$ cat src/rtl/mpq_pkg.sv
`timescale 1ns / 1ps

package mpq_pkg;

    // Request kinds carried in the input tuser field.
    localparam logic [1:0] REQ_INSERT = 2'd0;
    localparam logic [1:0] REQ_POP    = 2'd1;
    localparam logic [1:0] REQ_TOP    = 2'd2;

    // Width of the reported entry count.
    localparam int COUNT_W = 5;

    // Controller states.
    typedef enum logic [2:0] {
        S_IDLE,
        S_POP_RD,
        S_POP_WR,
        S_SCAN,
        S_DONE
    } t_state;

    // Commands from the controller to the datapath.
    typedef struct packed {
        logic accept;
        logic pop_read;
        logic pop_write;
        logic scan;
        logic finish;
    } t_cmd;

    // Status from the datapath to the controller.
    typedef struct packed {
        logic out_free;
        logic pop_go;
        logic scan_done;
    } t_status;

endpackage

$ cat src/rtl/mpq_ctrl.sv
`timescale 1ns / 1ps

module mpq_ctrl import mpq_pkg::*; (
    input  logic    i_clk,
    input  logic    i_rst_n,
    input  logic    i_in_valid,
    output logic    o_in_ready,
    input  t_status i_status,
    output t_cmd    o_cmd
);

    t_state r_state;
    t_state n_state;

    // State register.
    always_ff @(posedge i_clk) begin
        if (!i_rst_n) begin
            r_state <= S_IDLE;
        end else begin
            r_state <= n_state;
        end
    end

    // Next-state logic.
    always_comb begin
        n_state = r_state;
        unique case (r_state)
            S_IDLE: begin
                if (i_in_valid && i_status.out_free && i_status.pop_go) begin
                    n_state = S_POP_RD;
                end
            end
            S_POP_RD: begin
                n_state = S_POP_WR;
            end
            S_POP_WR: begin
                n_state = S_SCAN;
            end
            S_SCAN: begin
                if (i_status.scan_done) begin
                    n_state = S_DONE;
                end
            end
            S_DONE: begin
                if (i_status.out_free) begin
                    n_state = S_IDLE;
                end
            end
            default: begin
                n_state = S_IDLE;
            end
        endcase
    end

    // Output logic.
    always_comb begin
        o_in_ready = 1'b0;
        o_cmd      = '0;
        unique case (r_state)
            S_IDLE: begin
                o_in_ready   = i_status.out_free;
                o_cmd.accept = i_in_valid && i_status.out_free;
            end
            S_POP_RD: begin
                o_cmd.pop_read = 1'b1;
            end
            S_POP_WR: begin
                o_cmd.pop_write = 1'b1;
            end
            S_SCAN: begin
                o_cmd.scan = 1'b1;
            end
            S_DONE: begin
                o_cmd.finish = i_status.out_free;
            end
            default: begin
                o_in_ready = 1'b0;
            end
        endcase
    end

endmodule

$ cat src/rtl/mpq_dp.sv
`timescale 1ns / 1ps

module mpq_dp import mpq_pkg::*; #(
    parameter int CAPACITY = 16
) (
    input  logic                     i_clk,
    input  logic                     i_rst_n,
    input  t_cmd                     i_cmd,
    output t_status                  o_status,
    input  logic [1:0]               i_req_type,
    input  logic signed [31:0]       i_value,
    output logic                     o_out_valid,
    input  logic                     i_out_ready,
    output logic signed [31:0]       o_min_value,
    output logic                     o_is_empty,
    output logic [COUNT_W-1:0]       o_entry_count,
    output logic                     o_req_error
);

    localparam int SW = (CAPACITY > 1) ? $clog2(CAPACITY) : 1;
    localparam int OW = $clog2(CAPACITY + 1);
    localparam logic [OW-1:0] CAP_OCC = OW'(CAPACITY);

    logic [31:0]        r_mem [CAPACITY];
    logic [31:0]        r_rd_data;

    logic [OW-1:0]      r_occ;
    logic [SW-1:0]      r_min_slot;
    logic signed [31:0] r_min_val;
    logic [OW-1:0]      r_scan_addr;
    logic [SW-1:0]      r_cmp_idx;
    logic               r_cmp_valid;

    logic               r_out_valid;
    logic signed [31:0] r_out_min;
    logic               r_out_empty;
    logic [COUNT_W-1:0] r_out_count;
    logic               r_out_err;

    logic               full;
    logic               empty;
    logic               ins_ok;
    logic               ins_new_min;
    logic               scan_issue;
    logic               scan_take;
    logic               mem_we;
    logic [SW-1:0]      mem_waddr;
    logic [31:0]        mem_wdata;
    logic               mem_re;
    logic [SW-1:0]      mem_raddr;

    assign full        = (r_occ == CAP_OCC);
    assign empty       = (r_occ == '0);
    assign ins_ok      = i_cmd.accept && (i_req_type == REQ_INSERT) && !full;
    assign ins_new_min = empty || (i_value < r_min_val);
    assign scan_issue  = i_cmd.scan && (r_scan_addr < r_occ);
    assign scan_take   = r_cmp_valid &&
                         ((r_cmp_idx == '0) || ($signed(r_rd_data) <= r_min_val));

    // Status toward the controller.
    assign o_status.out_free  = !r_out_valid || i_out_ready;
    assign o_status.pop_go    = (i_req_type == REQ_POP) && !empty;
    assign o_status.scan_done = (r_scan_addr == r_occ) && !r_cmp_valid;

    // Write port: inserts append, a pop moves the last entry into the hole.
    always_comb begin
        mem_we    = 1'b0;
        mem_waddr = r_occ[SW-1:0];
        mem_wdata = i_value;
        if (ins_ok) begin
            mem_we = 1'b1;
        end else if (i_cmd.pop_write) begin
            mem_we    = 1'b1;
            mem_waddr = r_min_slot;
            mem_wdata = r_rd_data;
        end
    end

    // Read port: the last entry for a pop, then every entry during the rescan.
    always_comb begin
        mem_re    = i_cmd.pop_read || scan_issue;
        mem_raddr = r_scan_addr[SW-1:0];
        if (i_cmd.pop_read) begin
            mem_raddr = SW'(r_occ - 1'b1);
        end
    end

    // Entry storage with registered read data.
    always_ff @(posedge i_clk) begin
        if (mem_we) begin
            r_mem[mem_waddr] <= mem_wdata;
        end
        if (mem_re) begin
            r_rd_data <= r_mem[mem_raddr];
        end
    end

    // Occupancy, tracked minimum and rescan pipeline.
    always_ff @(posedge i_clk) begin
        if (!i_rst_n) begin
            r_occ       <= '0;
            r_min_slot  <= '0;
            r_scan_addr <= '0;
            r_cmp_valid <= 1'b0;
        end else begin
            if (ins_ok) begin
                r_occ <= r_occ + 1'b1;
                if (ins_new_min) begin
                    r_min_slot <= r_occ[SW-1:0];
                end
            end
            if (i_cmd.pop_write) begin
                r_occ       <= r_occ - 1'b1;
                r_min_slot  <= '0;
                r_scan_addr <= '0;
                r_cmp_valid <= 1'b0;
            end
            if (i_cmd.scan) begin
                r_cmp_valid <= scan_issue;
                if (scan_issue) begin
                    r_scan_addr <= r_scan_addr + 1'b1;
                end
                if (scan_take) begin
                    r_min_slot <= r_cmp_idx;
                end
            end
        end
    end

    // Payload side of the tracked minimum.
    always_ff @(posedge i_clk) begin
        if (ins_ok && ins_new_min) begin
            r_min_val <= i_value;
        end
        if (i_cmd.scan && scan_take) begin
            r_min_val <= $signed(r_rd_data);
        end
        if (scan_issue) begin
            r_cmp_idx <= r_scan_addr[SW-1:0];
        end
    end

    // Output register valid flag.
    always_ff @(posedge i_clk) begin
        if (!i_rst_n) begin
            r_out_valid <= 1'b0;
        end else if ((i_cmd.accept && !o_status.pop_go) || i_cmd.finish) begin
            r_out_valid <= 1'b1;
        end else if (i_out_ready) begin
            r_out_valid <= 1'b0;
        end
    end

    // Result payload: immediate requests on acceptance, pops after the rescan.
    always_ff @(posedge i_clk) begin
        if (i_cmd.accept && !o_status.pop_go) begin
            r_out_min   <= empty ? 32'sd0 : r_min_val;
            r_out_empty <= empty;
            r_out_count <= COUNT_W'(r_occ);
            unique case (i_req_type) inside
                REQ_INSERT: begin
                    r_out_err <= full;
                    if (!full) begin
                        r_out_min   <= ins_new_min ? i_value : r_min_val;
                        r_out_empty <= 1'b0;
                        r_out_count <= COUNT_W'(r_occ + 1'b1);
                    end
                end
                REQ_POP, REQ_TOP: begin
                    r_out_err <= empty;
                end
                default: begin
                    r_out_err <= 1'b1;
                end
            endcase
        end else if (i_cmd.finish) begin
            r_out_min   <= empty ? 32'sd0 : r_min_val;
            r_out_empty <= empty;
            r_out_count <= COUNT_W'(r_occ);
            r_out_err   <= 1'b0;
        end
    end

    assign o_out_valid   = r_out_valid;
    assign o_min_value   = r_out_min;
    assign o_is_empty    = r_out_empty;
    assign o_entry_count = r_out_count;
    assign o_req_error   = r_out_err;

endmodule

$ cat src/rtl/min_priority_queue.sv
`timescale 1ns / 1ps
// Insert, top and error requests answer in the cycle after acceptance; a new request can follow
// each cycle while the result register drains.
// A successful pop refills the hole from the last entry, then rescans all N remaining entries
// through the single registered memory read port.
// Reset (synchronous, active low) empties the queue at once; entry storage is not cleared.
module min_priority_queue import mpq_pkg::*; #(
    parameter int CAPACITY = 16
) (
    input  logic        i_clk,
    input  logic        i_rst_n,
    input  logic        i_s_axis_tvalid,
    output logic        o_s_axis_tready,
    // tuser: [1:0] req_type
    input  logic [1:0]  i_s_axis_tuser,
    // tdata: [31:0] value
    input  logic [31:0] i_s_axis_tdata,
    output logic        o_m_axis_tvalid,
    input  logic        i_m_axis_tready,
    // tdata: [31:0] min_value, [32] is_empty, [37:33] entry_count, [38] req_error, [39] zero
    output logic [39:0] o_m_axis_tdata
);

    t_cmd               cmd;
    t_status            status;
    logic signed [31:0] min_value;
    logic               is_empty;
    logic [COUNT_W-1:0] entry_count;
    logic               req_error;

    // Sequencing of requests and pop rescans.
    mpq_ctrl u_ctrl (
        .i_clk      (i_clk),
        .i_rst_n    (i_rst_n),
        .i_in_valid (i_s_axis_tvalid),
        .o_in_ready (o_s_axis_tready),
        .i_status   (status),
        .o_cmd      (cmd)
    );

    // Entry storage, minimum tracking and result register.
    mpq_dp #(
        .CAPACITY (CAPACITY)
    ) u_dp (
        .i_clk         (i_clk),
        .i_rst_n       (i_rst_n),
        .i_cmd         (cmd),
        .o_status      (status),
        .i_req_type    (i_s_axis_tuser),
        .i_value       ($signed(i_s_axis_tdata)),
        .o_out_valid   (o_m_axis_tvalid),
        .i_out_ready   (i_m_axis_tready),
        .o_min_value   (min_value),
        .o_is_empty    (is_empty),
        .o_entry_count (entry_count),
        .o_req_error   (req_error)
    );

    // Pack the result transaction.
    assign o_m_axis_tdata = {1'b0, req_error, entry_count, is_empty, min_value};

endmodule
$ cat config.mk
export PLATFORM = sky130hd
export DESIGN_NAME = min_priority_queue
export DESIGN_NICKNAME = d
export VERILOG_FILES = /design/src/rtl/mpq_pkg.sv /design/src/rtl/mpq_ctrl.sv /design/src/rtl/mpq_dp.sv /design/src/rtl/min_priority_queue.sv
export SDC_FILE = /design/constraint.sdc
export NUM_CORES = 1
export LEC_CHECK = 0
export BUFFER_PORTS_ARGS = -buffer_cell sky130_fd_sc_hd__buf_2
export CAP_MARGIN = 0
export CORE_ASPECT_RATIO = 1.4
export CORE_MARGIN = 3
export CORE_UTILIZATION = 25
export CTS_BUF_LIST = sky130_fd_sc_hd__clkbuf_16
export DETAILED_ROUTE_END_ITERATION = 7
export PLACE_DENSITY = 0.36
export SETUP_SLACK_MARGIN = 0.1
export SYNTH_ARGS = -nofsm -noshare
export SYNTH_HDL_FRONTEND = slang
export SYNTH_HIERARCHICAL = 1
export SYNTH_SLANG_ARGS = --single-unit
$ cat constraint.sdc
create_clock -name i_clk -period 10.3 [get_ports i_clk]
set_clock_uncertainty 0.15 [all_clocks]
set_input_delay 0.515 -clock i_clk [delete_from_list [all_inputs] [get_ports i_clk]]
set_output_delay 0.515 -clock i_clk [all_outputs]
set_load 0.05 [all_outputs]
---- After elaboration in Yosys (flattened, before gate mapping) ----
Memories as Yosys holds them, arrays and structs flattened. A register that Yosys moved wholly into a read port is not among the register bits.
Index checks and enable logic that the tools add are counted.
word-level totals
  memories ................................ 1
  register bits ........................... 94
  logic and storage cells ................. 114
  bits in writable memories ............... 512
  input bits .............................. 38
  output and inout port bits .............. 42
memories
  memory      depth  bits a word  rd ports  clocked after memory_dff  write ports  line          source
  u_dp.r_mem  16     32           1         1                         1            mpq_dp.sv:24  logic [31:0] r_mem [CAPACITY];
operators by class
  equal/unequal tests ..................... 11
  order comparisons ....................... 3
  $add $sub $neg .......................... 3
  reduce and logical (&&, ||, !) cells .... 32
  multiplexer cells ....................... 52
operators by type and width
  kind                                                                     number
  32-bit 2-to-1 mux                                                        10
  5-bit 2-to-1 mux                                                         9
  32-bit <= comparator                                                     1
  32-bit < comparator                                                      1
  4-bit 2-to-1 mux                                                         8
  1-bit 2-to-1 mux                                                         20
  3-bit case mux with 5 select lines                                       1
  1-bit logical AND                                                        11
  5-bit by 1-bit adder with 5-bit output, second input constant            2
  2-bit nonzero test                                                       5
  3-bit 2-to-1 mux                                                         3
  3-bit by 2-bit equality test with 1-bit output, second input constant    2
  5-bit equality test                                                      1
  5-bit equality test, second input constant                               1
  1-bit logical NOT                                                        5
  5-bit logical NOT                                                        1
  1-bit logical OR                                                         5
  5-bit < comparator                                                       1
  5-bit by 1-bit subtractor with 5-bit output, second input constant       1
  4-bit logical NOT                                                        1
  2-bit by 1-bit inequality test with 1-bit output, second input constant  2
  3-bit by 1-bit equality test with 1-bit output, second input constant    1
  3-bit equality test, second input constant                               1
  3-bit logical NOT                                                        1
  7 further kinds                                                          7

---- Longest topological paths before layout ----
  depth after elaboration ................. 10
  mapped depth ............................ 11

---- By module ----
The synthesis kept the hierarchy.
by module, submodules not included
  module              area each (sq um)  seq. area each (sq um)  instances  cells an instance
  mpq_dp              27,032.2           18,908.1                1          1,529
  mpq_ctrl            190.2              60.1                    1          22
  min_priority_queue  26.3               0.0                     1          4

---- Least setup slack after synthesis ----
No wires, ideal clock.
  path kind ............................... flip-flop to flip-flop
  start point ............................. reg u_dp.r_out_valid (netlist: u_dp/o_out_valid)
  end point ............................... mem u_dp.r_mem[13][0], enable pin
  data arrival time ....................... 5,017 ps
  path buffers ............................ 1
  stages on the path, launching flop included .. 9
  period minus slack after synthesis ...... 5,588 ps
  setup slack ............................. 4,712 ps
  cell sequence ........................... dfxtp_1 > nand2b_1 > nor4b_1 > and2_1 > nand2_1 > a31oi_1 > clkbuf_1 > a31oi_1 > nor2_1
RTL lines
  item                    line           source
  start, declared         mpq_dp.sv:34   logic r_out_valid;
  start signal, assigned  mpq_dp.sv:146  r_out_valid <= 1'b0;
  start signal, assigned  mpq_dp.sv:148  r_out_valid <= 1'b1;
  start signal, assigned  mpq_dp.sv:150  r_out_valid <= 1'b0;
  end, declared           mpq_dp.sv:24

---- Final worst setup path ----
  start point ............................. reg u_dp.r_rd_data[14], read port of u_dp.r_mem
  end point ............................... reg u_dp.r_min_val[0], enable pin
between the ends
  cells in the longest elaborated chain, start to end .. 5
RTL lines
  item                                 line           source
  start, declared                      mpq_dp.sv:25   logic [31:0] r_rd_data;
  32-bit <= comparator                 mpq_dp.sv:58   ((r_cmp_idx == '0) || ($signed(r_rd_data) <= r_min_val));
  1-bit logical OR                     mpq_dp.sv:58
  1-bit logical AND                    mpq_dp.sv:57   assign scan_take = r_cmp_valid &&
  1-bit logical AND                    mpq_dp.sv:135  if (i_cmd.scan && scan_take) begin
  2-bit nonzero test (no source line)  -
  end signal, assigned                 mpq_dp.sv:133  r_min_val <= i_value;
  end signal, assigned                 mpq_dp.sv:136  r_min_val <= $signed(r_rd_data);
  end, declared                        mpq_dp.sv:29   logic signed [31:0] r_min_val;
Every way passes these cells.
A chain may end at the register's enable or synchronous reset.

==> flow_summary.ini <==
[drt]
wl_per_cell_um = 25.3
vias = 14444
route.detailed.drc = 0
first_pass_iters = 5
drt-total-wl_um = 79600
vias_per_cell = 4.59
drt_iter0_drc = 972
ant_nets = 0

[placed_design]
place.port_buffers = 78
place_congestion = 0.776
dp_hpwl_um = 47300
postPlaceCellArea_um2 = 29400

[die]
initial_utilization_pct = 25.3
die_y_um = 397
rows = 142
die_w_um = 285
io_pins = 80
coreArea_um2 = 108000
dieArea_um2 = 113000

[clocking]
clkSinkCount = 638
cts_root_buffer = clkbuf_16
path_clk_slew_ps = 60
post-cts-setup-buffer-count = 0
numCtsBuffers = 67
cts_tree = built
htree_levels = 3
cts_resized = 0
worst_skew_pair.late_latency_ps = 630
clockBufferDepth = 3
cts_hold_buf = 0

[setup_path]
crit_fanout = 37
slowest_delay_ps = 870
crit_path_end_kind = register
arrival_ps = 4920
worstPathRequired_ps = 10260
worstPathCellList = ha_1, nand4_1, nor4b_1, o21ai_0, a21oi_1, o211ai_1, nand3_4, nand2_2
slowest_stage = nor4b_1
cp_num_buf_inv = 0
critPathTopFamily = simple AND/OR/NAND/NOR gates
critPathLaunchType = register
critical_path_class = register to register

[finish]
final_cell_mix = edfxtp_1 (619), nand2_1 (136), mux4_2 (128)
n_antenna_cell = 0
syn_to_final_growth_pct = 15.7
layout-drive-gt1-share_pct = 23.4
final_common_cell = edfxtp_1
fin_area_um2 = 31500
nets = 1768

[yosys]
netlist_area_um2 = 27200
postSynth.asyncResetShare_pct = 0
synthCells = 1555
yosysSeqAreaShare_pct = 69.6
synth-simple-area-share_pct = 5.30
synth_compound_area_share_pct = 5.51
synth_edf_count = 619
synth.top_cell.area_share_pct = 68.2
ys.flop_type = edfxtp_1
syn_area_per_cell_um2 = 17.5
synth_fa_ha_area_share_pct = 3.44
ys_ff_latch = 638
synth_area_leaders = edfxtp_1 (68%), mux4_2 (11%), ha_1 (3.4%), nand2_1 (1.9%), dfxtp_1 (1.4%)
syn_nets = 1668
synthMuxAreaShare_pct = 13.6
yosysWarnings = 6
yosys.area.top_type = edfxtp_1
synth_top_family_by_area = multiplexers
synth.distinct_cells = 73
synthXorXnorAreaFrac_pct = 0.257

[timing]
period_minus_slack_ps = 4950
maxSlewHeadroom_pct = 27.5
timing.fmax_mhz = 202
worst_slew_pin_slew_ps = 1080
fin_setup_tns_ps = 0
timing.final.hold_violations = 0
setup_viol = 0
slew_viol_final = 0
fin_crit_sh_pct = 48.1
rsz0062_at_grt = false

[grt]
grt.total_usage_pct = 14.1
antenna_found_initial = 1
grt_pass1_vias = 15589
grt_overflow = 0
grt_pass1_wl_um = 114000
grt_max_degree = 103

[hold_path]
min_path_type = input pin to register

[power_and_ir_drop]
ir_drop_v = 0.000108
power_density_nw_per_um2 = 189
power.total_uw = 5950
power_leakage_uw = 0.0105

[run]
cap_viol_max_count = 0

[outcome]
outcome = completed
[cells in the mapped netlist (4+ instances only)]
master / count
nor3b_1: 4
dfxtp_1: 19
nand4_1: 6
nor2b_1: 38
mux4_2: 128
o21ai_0: 21
nor3_1: 16
nand3_1: 15
inv_1: 47
mux2_4: 25
xnor2_1: 8
ha_1: 75
nor4_1: 5
mux2_2: 8
a21o_1: 5
o2bb2ai_1: 6
a31oi_1: 16
nor4b_1: 4
nor2_1: 35
buf_1: 7
and2_1: 7
buf_6: 4
clkbuf_1: 33
a22o_1: 33
nand2_1: 137
o211ai_1: 4
a21oi_1: 70
a211oi_1: 36
edfxtp_1: 619
buf_4: 16
buf_2: 14
mux2i_1: 35
[flip-flops by register name, summed over array words and instances (netlist names)]
name                count
u_ctrl/r_state          3
u_dp/o_entry_count      5
u_dp/o_is_empty         1
u_dp/o_min_value       32
u_dp/o_out_valid        1
u_dp/o_req_error        1
u_dp/r_cmp_idx          4
u_dp/r_cmp_valid        1
u_dp/r_mem            512
u_dp/r_min_slot         4
u_dp/r_min_val         32
u_dp/r_occ              5
u_dp/r_rd_data         32
u_dp/r_scan_addr        5
[metal layers]
layer	part of all wire (%)	vias up	GRT usage (%)	routed length, um
li1	-	6418	-	-
met1	41	7617	17.1	33000
met3	3.3	106	2.05	2640
met4	2.9	0	4.94	2290
met2	52	303	25.5	41700
met5	0	-	0	0
[cells by family after synthesis]
family                     count (synthesis)
DFF                                      638
and+or+nand+nor                          291
AOI/OAI and AO/OA                        220
muxes                                    196
buffers and inverters                    126
adders and majority gates                 75
xor gates and xnor gates                   8
other                                      1
[cell type report]
class / count / area [um2]
Clock buffer: 71 / 1780
Clock inverter: 48 / 324
Fill cell: 10733 / 76100
Inverter: 49 / 184
Multi-Input combinational cell: 791 / 7840
Sequential cell: 638 / 19000
Tap cell: 1440 / 1800
Timing Repair Buffer: 108 / 641
[path summary, 6_finish.rpt]
path | slack [ps] | cells past startpoint | end | start
worst max-delay path | 5350 | 8 | u_dp/r_min_val[0] | u_dp/r_rd_data[14]
worst min-delay path | 80 | 3 | u_ctrl/r_state[0] | i_s_axis_tvalid
worst max register to register | 5350 | 8 | u_dp/r_min_val[0] | u_dp/r_rd_data[14]
worst min register to register | 410 | 2 | u_dp/r_cmp_valid | u_dp/r_cmp_valid
[tightest hold or removal path, cell delays in order]
cell      delay, ps
buf_2           100
nand4b_1        100
a221oi_1         80
[where the power goes]
part           total, uW  internal, uW  switching (uW)
registers           2980          2950            24.9
logic                616           181             435
clock network       2360          1320            1030
total               5950          4460            1490
[through the flow]
step	util [%]	setup slack (ps)	hold WS, ps	instances
2_1_floorplan	-	4710	333	1555
4_1_cts	29.3	5100	16.2	3145
3_5_place_dp	27.3	5130	402	3026
6_report	29.3	5350	78.0	3145
5_1_grt	29.3	5070	70.7	3145
3_3_place_gp	27.3	5210	397	3026
Power figures use the tool's default switching activity.
